==> src/hdl/frame_slot_ring_with_checkout_core_defines.svh <==
// Assertion macros shared by the frame slot ring RTL.
`ifndef FRAME_SLOT_RING_WITH_CHECKOUT_CORE_DEFINES_SVH
`define FRAME_SLOT_RING_WITH_CHECKOUT_CORE_DEFINES_SVH

// Same-cycle implication, clocked on clk and disabled in reset.
`define FSR_ASSERT_IMP(lbl, ante, cons, msg) \
  lbl: assert property (@(posedge clk) disable iff (rst) (ante) |-> (cons)) \
    else $error(msg);

// Next-cycle implication, clocked on clk and disabled in reset.
`define FSR_ASSERT_NXT(lbl, ante, cons, msg) \
  lbl: assert property (@(posedge clk) disable iff (rst) (ante) |=> (cons)) \
    else $error(msg);

`endif

==> src/hdl/fsr_pkg.sv <==
// Types and constants shared by the frame slot ring modules.
`default_nettype none
package fsr_pkg;

  localparam int SLOT_W  = 6;
  localparam int CNT_W   = 7;
  localparam int STAMP_W = 64;
  localparam int DIM_W   = 14;
  localparam int BYTES_W = 27;
  localparam int IN_W    = 80;
  localparam int OUT_W   = 112;
  localparam int CFG_IDX_W = 2;

  localparam logic [BYTES_W-1:0] BYTES_MAX = '1;

  typedef logic [SLOT_W-1:0]  slot_t;
  typedef logic [STAMP_W-1:0] stamp_t;
  typedef logic [DIM_W-1:0]   dim_t;
  typedef logic [BYTES_W-1:0] bytes_t;

  typedef enum logic [1:0] {
    CMD_WRITE   = 2'd0,
    CMD_GET     = 2'd1,
    CMD_RELEASE = 2'd2,
    CMD_NOP     = 2'd3
  } cmd_t;

  typedef enum logic [2:0] {
    ST_DONE      = 3'd0,
    ST_ALL_TAKEN = 3'd1,
    ST_COPY_FAIL = 3'd2,
    ST_EMPTY     = 3'd3,
    ST_NONE_FREE = 3'd4,
    ST_BAD_SLOT  = 3'd5
  } status_t;

  localparam logic [CFG_IDX_W-1:0] CFG_ACTIVE_SLOTS = 2'd0;
  localparam logic [CFG_IDX_W-1:0] CFG_FRAME_WIDTH  = 2'd1;
  localparam logic [CFG_IDX_W-1:0] CFG_FRAME_HEIGHT = 2'd2;

  typedef struct packed {
    logic  wr_en;
    slot_t wr_addr;
    logic  rd_en;
    slot_t rd_addr;
  } stamp_req_t;

endpackage
`default_nettype wire

==> src/hdl/fsr_stamp_mem.sv <==
// Timestamp store: one write port and one registered read port.
`default_nettype none
module fsr_stamp_mem #(
  parameter int DEPTH = 8
) (
  input  wire logic               clk,
  input  wire fsr_pkg::stamp_req_t req,
  input  wire fsr_pkg::stamp_t    wr_data,
  output fsr_pkg::stamp_t         rd_data
);
  import fsr_pkg::*;

  localparam int AW = (DEPTH > 1) ? $clog2(DEPTH) : 1;

  stamp_t mem [DEPTH];

  always_ff @(posedge clk) begin
    if (req.wr_en) begin
      mem[req.wr_addr[AW-1:0]] <= wr_data;
    end
    if (req.rd_en) begin
      rd_data <= mem[req.rd_addr[AW-1:0]];
    end
  end

endmodule
`default_nettype wire

==> src/hdl/fsr_size.sv <==
// NV12 frame size unit: registered width times height, then three halves, saturated.
`default_nettype none
module fsr_size (
  input  wire logic          clk,
  input  wire fsr_pkg::dim_t frame_width,
  input  wire fsr_pkg::dim_t frame_height,
  output fsr_pkg::bytes_t    frame_bytes
);
  import fsr_pkg::*;

  logic [2*DIM_W-1:0] area;
  logic [2*DIM_W:0]   sum;

  assign sum = {1'b0, area} + {2'b00, area[2*DIM_W-1:1]};

  always_ff @(posedge clk) begin
    area <= frame_width * frame_height;
    if (sum > {2'b00, BYTES_MAX}) begin
      frame_bytes <= BYTES_MAX;
    end else begin
      frame_bytes <= sum[BYTES_W-1:0];
    end
  end

endmodule
`default_nettype wire

==> src/hdl/frame_slot_ring_with_checkout_core.sv <==
// Frame slot ring with checkout: top level with command sequencer and slot state.
//
// Input beats on s_* carry one command (write, get, release or no-op); each
// command gives exactly one result beat on m_*. Configuration registers
// (active slots, frame width, frame height) are written on cfg_*; the user must
// write them only while the block is idle, which the block does not enforce.
// cfg_ready is always high. A command is accepted in the idle state; write and get
// then examine one slot per cycle in the scan state (1 to n slots, n being the
// clamped active slot count), a successful get reads its stamp in the fetch state,
// and the output state loads m_tdata. Release, no-op and an empty get skip both.
// The next command is accepted as soon as the result sits in the output
// register, even while the receiver has not taken it yet. If the receiver
// stalls with a result still held, the next result waits in the sequencer
// and no further command is accepted until it moves.
// Reset clears all slot marks, both pointers and the frame count, and loads
// the configuration defaults; slot timestamps stay undefined until written.
`default_nettype none
`include "frame_slot_ring_with_checkout_core_defines.svh"
module frame_slot_ring_with_checkout_core #(
  parameter int SLOTS = 8
) (
  input  wire logic                          clk,
  input  wire logic                          rst,
  input  wire logic                          s_tvalid,
  output logic                               s_tready,
  // cmd[1:0], stamp_in[65:2], copy_ok[66], release_slot[72:67], zero [79:73]
  input  wire logic [fsr_pkg::IN_W-1:0]      s_tdata,
  output logic                               m_tvalid,
  input  wire logic                          m_tready,
  // status[2:0], slot_out[8:3], stamp_out[72:9], frame_bytes[99:73],
  // ready_frames[106:100], zero [111:107]
  output logic [fsr_pkg::OUT_W-1:0]          m_tdata,
  input  wire logic                          cfg_valid,
  output logic                               cfg_ready,
  input  wire logic [fsr_pkg::CFG_IDX_W-1:0] cfg_index,
  input  wire logic [fsr_pkg::DIM_W-1:0]     cfg_data
);
  import fsr_pkg::*;

  localparam int IW = (SLOTS > 1) ? $clog2(SLOTS) : 1;
  localparam logic [CNT_W-1:0] SLOTS_N = CNT_W'(SLOTS);

  typedef enum logic [3:0] {
    S_IDLE  = 4'b0001,
    S_SCAN  = 4'b0010,
    S_FETCH = 4'b0100,
    S_OUT   = 4'b1000
  } state_t;

  state_t state;

  logic [CNT_W-1:0] active_slots;
  dim_t             frame_width;
  dim_t             frame_height;
  bytes_t           frame_bytes;

  logic [SLOTS-1:0] written;
  logic [SLOTS-1:0] taken;
  logic [IW-1:0]    write_ptr;
  logic [IW-1:0]    read_ptr;
  logic [CNT_W-1:0] ready_count;

  cmd_t             cmd_q;
  stamp_t           stamp_q;
  logic             copy_q;
  logic [CNT_W-1:0] n_q;
  logic [CNT_W-1:0] k;
  logic [IW-1:0]    idx;

  status_t          res_status;
  slot_t            res_slot;
  stamp_t           res_stamp;
  logic             res_get;

  cmd_t             in_cmd;
  stamp_t           in_stamp;
  logic             in_copy;
  slot_t            in_rel;
  logic [CNT_W-1:0] n_now;
  logic [IW-1:0]    wp_norm;
  logic [IW-1:0]    rp_norm;
  logic [IW-1:0]    idx_next;
  logic             scan_last;
  logic             wr_hit;
  logic             get_hit;

  stamp_req_t       stamp_req;
  stamp_t           stamp_rd;

  assign in_cmd   = cmd_t'(s_tdata[1:0]);
  assign in_stamp = s_tdata[65:2];
  assign in_copy  = s_tdata[66];
  assign in_rel   = s_tdata[72:67];

  assign s_tready  = (state == S_IDLE);
  assign cfg_ready = 1'b1;

  always_comb begin
    if (active_slots == '0) begin
      n_now = CNT_W'(1);
    end else if (active_slots > SLOTS_N) begin
      n_now = SLOTS_N;
    end else begin
      n_now = active_slots;
    end
  end

  assign wp_norm   = (CNT_W'(write_ptr) >= n_now) ? '0 : write_ptr;
  assign rp_norm   = (CNT_W'(read_ptr) >= n_now) ? '0 : read_ptr;
  assign idx_next  = (CNT_W'(idx) + CNT_W'(1) >= n_q) ? '0 : idx + IW'(1);
  assign scan_last = (k + CNT_W'(1) >= n_q);
  assign wr_hit    = !taken[idx];
  assign get_hit   = written[idx] && !taken[idx];

  always_comb begin
    stamp_req.wr_en   = (state == S_SCAN) && (cmd_q == CMD_WRITE) && wr_hit && copy_q;
    stamp_req.wr_addr = SLOT_W'(idx);
    stamp_req.rd_en   = (state == S_SCAN) && (cmd_q == CMD_GET) && get_hit;
    stamp_req.rd_addr = SLOT_W'(idx);
  end

  fsr_stamp_mem #(
    .DEPTH (SLOTS)
  ) u_stamp_mem (
    .clk     (clk),
    .req     (stamp_req),
    .wr_data (stamp_q),
    .rd_data (stamp_rd)
  );

  fsr_size u_size (
    .clk          (clk),
    .frame_width  (frame_width),
    .frame_height (frame_height),
    .frame_bytes  (frame_bytes)
  );

  always_ff @(posedge clk) begin
    if (rst) begin
      state        <= S_IDLE;
      active_slots <= CNT_W'(8);
      frame_width  <= DIM_W'(1920);
      frame_height <= DIM_W'(1080);
      written      <= '0;
      taken        <= '0;
      write_ptr    <= '0;
      read_ptr     <= '0;
      ready_count  <= '0;
      m_tvalid     <= 1'b0;
    end else begin
      if (cfg_valid && cfg_ready) begin
        unique case (cfg_index)
          CFG_ACTIVE_SLOTS: active_slots <= cfg_data[CNT_W-1:0];
          CFG_FRAME_WIDTH:  frame_width  <= cfg_data;
          CFG_FRAME_HEIGHT: frame_height <= cfg_data;
          default: ;
        endcase
      end

      if (m_tvalid && m_tready && (state != S_OUT)) begin
        m_tvalid <= 1'b0;
      end

      unique case (state)
        S_IDLE: begin
          if (s_tvalid) begin
            n_q       <= n_now;
            cmd_q     <= in_cmd;
            stamp_q   <= in_stamp;
            copy_q    <= in_copy;
            k         <= '0;
            write_ptr <= wp_norm;
            read_ptr  <= rp_norm;
            res_stamp <= '0;
            res_get   <= 1'b0;
            unique case (in_cmd)
              CMD_WRITE: begin
                res_status <= ST_DONE;
                res_slot   <= '0;
                idx        <= wp_norm;
                state      <= S_SCAN;
              end
              CMD_GET: begin
                res_slot <= '0;
                if (ready_count == '0) begin
                  res_status <= ST_EMPTY;
                  state      <= S_OUT;
                end else begin
                  res_status <= ST_DONE;
                  idx        <= rp_norm;
                  state      <= S_SCAN;
                end
              end
              CMD_RELEASE: begin
                if ({1'b0, in_rel} >= n_now) begin
                  res_status <= ST_BAD_SLOT;
                  res_slot   <= '0;
                end else begin
                  res_status            <= ST_DONE;
                  taken[in_rel[IW-1:0]] <= 1'b0;
                  res_slot              <= in_rel;
                end
                state <= S_OUT;
              end
              default: begin
                res_status <= ST_DONE;
                res_slot   <= '0;
                state      <= S_OUT;
              end
            endcase
          end
        end
        S_SCAN: begin
          if (cmd_q == CMD_WRITE) begin
            if (wr_hit) begin
              if (!copy_q) begin
                res_status <= ST_COPY_FAIL;
              end else begin
                written[idx] <= 1'b1;
                if (!written[idx] && ready_count < n_q) begin
                  ready_count <= ready_count + CNT_W'(1);
                end
                write_ptr <= idx_next;
                res_slot  <= SLOT_W'(idx);
              end
              state <= S_OUT;
            end else if (scan_last) begin
              res_status <= ST_ALL_TAKEN;
              state      <= S_OUT;
            end else begin
              idx <= idx_next;
              k   <= k + CNT_W'(1);
            end
          end else begin
            read_ptr <= idx_next;
            if (get_hit) begin
              taken[idx]   <= 1'b1;
              written[idx] <= 1'b0;
              ready_count  <= ready_count - CNT_W'(1);
              res_slot     <= SLOT_W'(idx);
              res_get      <= 1'b1;
              state        <= S_FETCH;
            end else if (scan_last) begin
              res_status <= ST_NONE_FREE;
              state      <= S_OUT;
            end else begin
              idx <= idx_next;
              k   <= k + CNT_W'(1);
            end
          end
        end
        S_FETCH: begin
          res_stamp <= stamp_rd;
          state     <= S_OUT;
        end
        S_OUT: begin
          if (!m_tvalid || m_tready) begin
            m_tvalid <= 1'b1;
            m_tdata  <= {5'b0, ready_count, (res_get ? frame_bytes : '0),
                         res_stamp, res_slot, res_status};
            state    <= S_IDLE;
          end
        end
        default: begin
          state <= S_IDLE;
        end
      endcase
    end
  end

  `FSR_ASSERT_IMP(a_count_max, 1'b1, ready_count <= SLOTS_N,
                  "frame count above ring size")
  `FSR_ASSERT_IMP(a_scan_bound, state == S_SCAN, k < n_q,
                  "scan ran past the ring")
  `FSR_ASSERT_IMP(a_written_free, 1'b1, (written & taken) == '0,
                  "slot both written and checked out")
  `FSR_ASSERT_NXT(a_one_cmd, s_tvalid && s_tready, !s_tready,
                  "second beat accepted while a command is in progress")

endmodule
`default_nettype wire

==> config.mk <==
export PLATFORM = sky130hd
export DESIGN_NAME = frame_slot_ring_with_checkout_core
export DESIGN_NICKNAME = d
export VERILOG_FILES = /design/src/hdl/fsr_pkg.sv /design/src/hdl/fsr_stamp_mem.sv /design/src/hdl/fsr_size.sv /design/src/hdl/frame_slot_ring_with_checkout_core.sv
export VERILOG_INCLUDE_DIRS = /design/src /design/src/hdl
export SDC_FILE = /design/constraint.sdc
export NUM_CORES = 1
export LEC_CHECK = 0
export BUFFER_PORTS_ARGS = -buffer_cell sky130_fd_sc_hd__buf_2
export CAP_MARGIN = 10
export CORE_UTILIZATION = 47
export CTS_CLUSTER_SIZE = 40
export DETAILED_ROUTE_END_ITERATION = 10
export SETUP_SLACK_MARGIN = 0.1
export SLEW_MARGIN = 20
export SYNTH_ARGS = -nofsm -noshare
export SYNTH_HDL_FRONTEND = slang
export SYNTH_SLANG_ARGS = --single-unit
==> constraint.sdc <==
create_clock -name clk -period 24 [get_ports clk]
set_clock_uncertainty 0.15 [all_clocks]
set_input_delay 2.4 -clock clk [delete_from_list [all_inputs] [get_ports clk]]
set_output_delay 2.4 -clock clk [all_outputs]
set_load 0.02 [all_outputs]
# Word-level counts from Yosys, hierarchy flattened
# Memories as Yosys holds them, arrays and structs flattened. A register that Yosys moved wholly into a read port is not among the register bits.
# Index checks and enable logic that the tools add are counted.
dict set report word_totals {
  inputBits 101
  output_inout_bits 115
  memories 1
  mem_bits_rw 512
  elab_cells 212
  reg_bits 389
}
dict set report classes {
  n_addsub 6
  n_mux 89
  n_lt_le_gt_ge 12
  bitwise_logic 7
  reduce_logical 40
  n_mul 1
  eq_ne 32
}
# memory words width rd rd_clocked_by_memory_dff write_ports line_no
set mem_list {}
lappend mem_list {u_stamp_mem.mem 8 64 1 1 1 fsr_stamp_mem.sv:15} ;# stamp_t mem [DEPTH];
# operator count
set ops {}
lappend ops {{case mux 64 bit (2 select lines)} 1}
lappend ops {{two-way mux 7 bit} 12}
lappend ops {{two-way mux 8 bit} 9}
lappend ops {{two-way mux 3 bit} 23}
lappend ops {{two-way mux 64 bit} 1}
lappend ops {{two-way mux 6 bit} 7}
lappend ops {{case mux 3 bit (2 select lines)} 6}
lappend ops {{adder 28 x 27 -> 29 bit} 1}
lappend ops {{greater-than comparator 29 x 27 -> 1 bit (second input constant)} 1}
lappend ops {{multiplier 14 x 14 -> 28 bit} 1}
lappend ops {{two-way mux 4 bit} 7}
lappend ops {{AND reduction 5 bit} 4}
lappend ops {{!= test 2 bit (second input constant)} 9}
lappend ops {{bitwise AND 8 bit} 2}
lappend ops {{NOT 8 bit} 2}
lappend ops {{OR 8 bit} 2}
lappend ops {{case mux 4 bit (4 select lines)} 1}
lappend ops {{case mux 8 bit (2 select lines)} 1}
lappend ops {{!= test 3 bit (second input constant)} 5}
lappend ops {{adder 7 x 1 -> 7 bit (second input constant)} 2}
lappend ops {{>= comparator 3 x 7 -> 1 bit} 2}
lappend ops {{logical NOT 7 bit} 2}
lappend ops {{case mux 7 bit (2 select lines)} 1}
lappend ops {{AND reduction 7 bit} 2}
lappend ops {{other kinds (37)} 83}

# Logic depth before layout (Yosys ltp)
dict set report logic_depth {
  word_depth 10
  depth_mapped 23
  ltp_nobuf 22
}

# Cells and area by module
# Synthesis repeated with hierarchy kept, for this count alone.
dict set report hier_totals {
  hier_cells 2776
  area_unflattened_um2 43548.0
}
# mod instances area_each_um2 cells_per_inst seq_area_each_um2
set modules_own_cells {}
lappend modules_own_cells {fsr_stamp_mem 1 21187.8 816 17296.6}
lappend modules_own_cells {frame_slot_ring_with_checkout_core 1 13249.0 932 9339.0}
lappend modules_own_cells {fsr_size 1 9111.2 1028 1101.1}

# Least setup slack after synthesis
# Ideal clock, no wire load.
dict set report synth_timing {
  kind {in2reg}
  startpoint {input port rst}
  endpoint {register m_tdata[0] (netlist name), enable pin}
  slack_ps 12521
  setup_ps 726
  t_arrival_ps 10603
  required_time_ps 23124
  n_path_buf 2
  path_stages 3
  cell_sequence {clkbuf_1 > clkbuf_1 > nor3b_1}
}
dict set report synth_between {
  elab_chain_cells 2
}
# item line_no
set synth_rtl {}
lappend synth_rtl {{start: declaration} frame_slot_ring_with_checkout_core.sv:23} ;# input wire logic rst,
lappend synth_rtl {{NOT 1 bit (no line)} n/a}
lappend synth_rtl {{AND reduction 3 bit (no line)} n/a}
lappend synth_rtl {{end signal: assignment} frame_slot_ring_with_checkout_core.sv:259} ;# m_tdata <= {5'b0, ready_count, (res_get ? frame_bytes : '0),
lappend synth_rtl {{end: declaration} frame_slot_ring_with_checkout_core.sv:32} ;# output logic [fsr_pkg::OUT_W-1:0] m_tdata,
# Every way passes these cells.
# A chain may end at the register's enable or synchronous reset.

# Worst setup path after layout
dict set report layout_timing {
  startpoint {register frame_width[4]}
  endpoint {register u_size.area[27]}
}
dict set report layout_between {
  elab_chain_cells 1
}
# item line_no
set layout_rtl {}
lappend layout_rtl {{start: declaration} frame_slot_ring_with_checkout_core.sv:53} ;# dim_t frame_width;
lappend layout_rtl {{start signal: assignment} frame_slot_ring_with_checkout_core.sv:154} ;# CFG_FRAME_WIDTH: frame_width <= cfg_data;
lappend layout_rtl {{multiplier 14 x 14 -> 28 bit} fsr_size.sv:17} ;# area <= frame_width * frame_height;
lappend layout_rtl {{end signal: assignment} fsr_size.sv:17}
lappend layout_rtl {{end: declaration} fsr_size.sv:11} ;# logic [2*DIM_W-1:0] area;
# Every way passes these cells.

==> impl_metrics.yaml <==
final_layout:
  stdcell_count: 4388
  final_nets: 3543
  area_delta_synth_final_pct: 13.4
  final_common_cell: "edfxtp_1"
  drive_gt1_share_pct: 13.1
  postLayoutCoreUtil_pct: 53.9
  most-common-layout-cells: "edfxtp_1, a22oi_1, nand2_1"
  fin_area_sq_um: 47600
global_route:
  grt_max_degree: 64
  grt_usage_pct: 21.7
  antenna_found_initial: 7
  grt_pass1_vias: 25500
  grt_overflow_total: 0
  grt_first_pass_wirelength_mm: 149
job:
  cap_violations: 0
power_and_ir_drop:
  ir_worst_vdd_mv: 0.0661
  powerDensity_nw_per_um2: 84.4
  leakage_nw: 17.7
timing:
  fin_ws_ns: 16.99
  final_hold_viol_count: 0
  tns_ns: 0
  max_slew_margin_pct: 26.4
  fin_crit_ns: 7.01
  min_period_over_period_pct: 29.2
  final-max-slew-violation-count: 0
  tightest_slew_ns: 1.08
  max_clock_freq_mhz: 143
  rsz0062_at_grt: "no"
  setup_violations: 0
synth:
  yosysTopAreaCell: "edfxtp_1"
  ys_warn_count: 0
  synth-xor-area-share_pct: 1.31
  synth_compound_area_share_pct: 8.79
  yosysSeqAreaShare_pct: 66.1
  synth_simple_gate_area_share_pct: 8.74
  syn_inst: 2925
  ys.flop_type: "edfxtp_1"
  syn_area_per_cell_sq_um: 14.4
  synth_top_family_by_area: "adder cells"
  ys_ff_latch: 965
  ys_async_sr_fraction_pct: 0
  ys_top_cells_by_area: "edfxtp_1, fa_1, dfxtp_1"
  synth_top_area_share_pct: 60.2
  synth_area_sq_um: 42000
  ys_types: 73
  synthMuxAreaShare_pct: 0.429
  synth_fa_ha_area_share_pct: 11.6
  synth_edf_count: 841
setup_path:
  required_ns: 24.40
  cp.arrival_ns: 7.41
  slowest_stage: "a2111oi_0"
  r2r_start: "frame_width[4]$_SDFFE_PP0P_"
  crit_chain: "and2_1 -> fa_1 -> inv_1 -> fa_1 -> inv_1 -> fa_1 -> ha_1 -> fa_1 -> inv_1 -> fa_1 -> inv_1 -> ha_1 -> a2111o_1 -> a21oi_2 -> o21ai_1 -> a2111oi_0 -> nor2_1 -> or4_1 -> and3_1 -> a211oi_1"
  r2r_slack_ns: 16.99
  critPathLaunchType: "register"
  crit_type: "reg2reg"
  path_buf_inv: 4
  cp_common_cell: "fa_1"
  critPathMaxFanout: 15
  max_stage_delay_ns: 0.58
  r2r_cells: 20
  r2r_end: "u_size.area[27]$_DFF_P_"
  crit_path_end_kind: "register"
  critPathTopFamily: "adder cells"
cts:
  ctsRootBufferMaster: "clkbuf_16"
  cts_tree: "built"
  cts_sinks: 965
  ctsResizeCount: 0
  cts.path.max_buffers: 3
  htreeDepth: 3
  path_clk_slew_ns: 0.06
  cts_hold_buf: 0
  clkLatencyLatePin_ns: 0.67
  cts_setup_buffers: 0
  cts_buffers: 99
worst_hold_path:
  hp-class: "reg2reg"
  hold_start: "res_stamp[40]$_SDFFCE_PP0P_"
  min_path_cells: 0
  hold_path_end: "m_tdata[49]$_DFFE_PP_"
routing:
  dr.pass1.iters: 8
  drt_iter0_drc: 2109
  drc: 0
  viasPerCell: 5.59
  routedWlPerCell_um: 22.1
  ant_nets: 0
  drt_wl_total_mm: 97.2
  vias: 24500
floorplan:
  row_count: 109
  dieHeight_um: 301
  core_sq_um: 88400
  io_pins: 216
  dieArea_sq_um: 90500
  die_w_um: 301
  start_util_pct: 47.5
placed_design:
  gp_congestion: 0.851
  place_ws_ns: 17.03
  dp.cells: 4204
  portBuffers: 202
  dpl.hpwl_mm: 58.5
  placed_cell_area_sq_um: 44300
run_status:
  status: "completed"
## routing by layer
metal	wire length [um]	up-vias	track usage, %
li1	-	11200	-
met1	40500	12400	27.9
met2	48900	800	37.8
met3	5370	170	3.32
met4	2340	4	6.55
met5	20	-	0
## registers in the layout, summed over array words and instances, names as in the netlist, 6 cells and up, named ones only
| name | count |
|---|---|
| u_stamp_mem.mem | 512 |
| m_tdata | 107 |
| res_stamp | 64 |
| stamp_q | 64 |
| u_stamp_mem.rd_data | 64 |
| u_size.area | 28 |
| u_size.frame_bytes | 27 |
| frame_height | 14 |
| frame_width | 14 |
| taken | 8 |
| active_slots | 7 |
| k | 7 |
| n_q | 7 |
| ready_count | 7 |
| res_slot | 6 |
## cell families (layout without fill, tap and decap cells)
| family | count (synthesis) | count (layout) |
|---|---|---|
| xor+xnor | 62 | 62 |
| buf+inv | 334 | 621 |
| other cells | 2 | 13 |
| flops | 965 | 965 |
| fa+ha+maj | 302 | 302 |
| mux | 14 | 14 |
| compound gates | 532 | 532 |
| simple gates | 714 | 714 |
## per-stage QoR
stage          total power, W  hold WS (ns)
2_1_floorplan         0.00237         0.250
3_3_place_gp          0.00251         0.253
3_5_place_dp          0.00252         0.255
4_1_cts               0.00405         0.268
5_1_grt               0.00419         0.270
6_report              0.00402         0.265
## power breakdown
group          switching, W  internal (W)  total (W)
registers         0.0000394       0.00188    0.00192
logic              0.000334      0.000234   0.000568
clock network      0.000633      0.000896    0.00153
total               0.00101       0.00301    0.00402
## worst max-delay path by stage
stage	from	endpoint	slack [ns]	cells after the start
5_1_grt	frame_width[4]$_SDFFE_PP0P_	u_size.area[27]$_DFF_P_	16.67	20
3_3_place_gp	frame_width[4]$_SDFFE_PP0P_	u_size.area[27]$_DFF_P_	17.09	20
6_report	frame_width[4]$_SDFFE_PP0P_	u_size.area[27]$_DFF_P_	16.99	20
4_1_cts	frame_width[4]$_SDFFE_PP0P_	u_size.area[27]$_DFF_P_	16.97	20
2_1_floorplan	rst	m_tdata[0]$_DFFE_PP_	12.52	3
3_5_place_dp	frame_width[4]$_SDFFE_PP0P_	u_size.area[27]$_DFF_P_	17.03	20
## area by class of cell
type	instances	area, sq um
Inverter	197	739
Timing Repair Buffer	242	1310
Clock inverter	55	603
Clock buffer	127	2670
Fill cell	7226	40800
Sequential cell	965	27700
Tap cell	1165	1460
Multi-Input combinational cell	1635	13100
Antenna cell	2	5.00
## Yosys cell counts, types with 71 or more instances
| cell type | n |
|---|---|
| nor2_1 | 76 |
| clkbuf_1 | 103 |
| inv_1 | 193 |
| edfxtp_1 | 841 |
| and2_1 | 197 |
| nand2_1 | 223 |
| a22oi_1 | 262 |
| dfxtp_1 | 124 |
| nand4_1 | 71 |
| fa_1 | 143 |
| a21oi_1 | 94 |
| ha_1 | 159 |
## worst reg2reg max path, cell delays in order, from the launching register on
cell       delay, ns
dfxtp_1         0.53
and2_1          0.30
fa_1            0.53
inv_1           0.06
fa_1            0.54
inv_1           0.06
fa_1            0.45
ha_1            0.33
fa_1            0.54
inv_1           0.05
fa_1            0.52
inv_1           0.05
ha_1            0.38
a2111o_1        0.45
a21oi_2         0.23
o21ai_1         0.21
a2111oi_0       0.58
nor2_1          0.14
or4_1           0.45
and3_1          0.17
a211oi_1        0.18
Note: power is estimated with default switching activity, not from simulation.
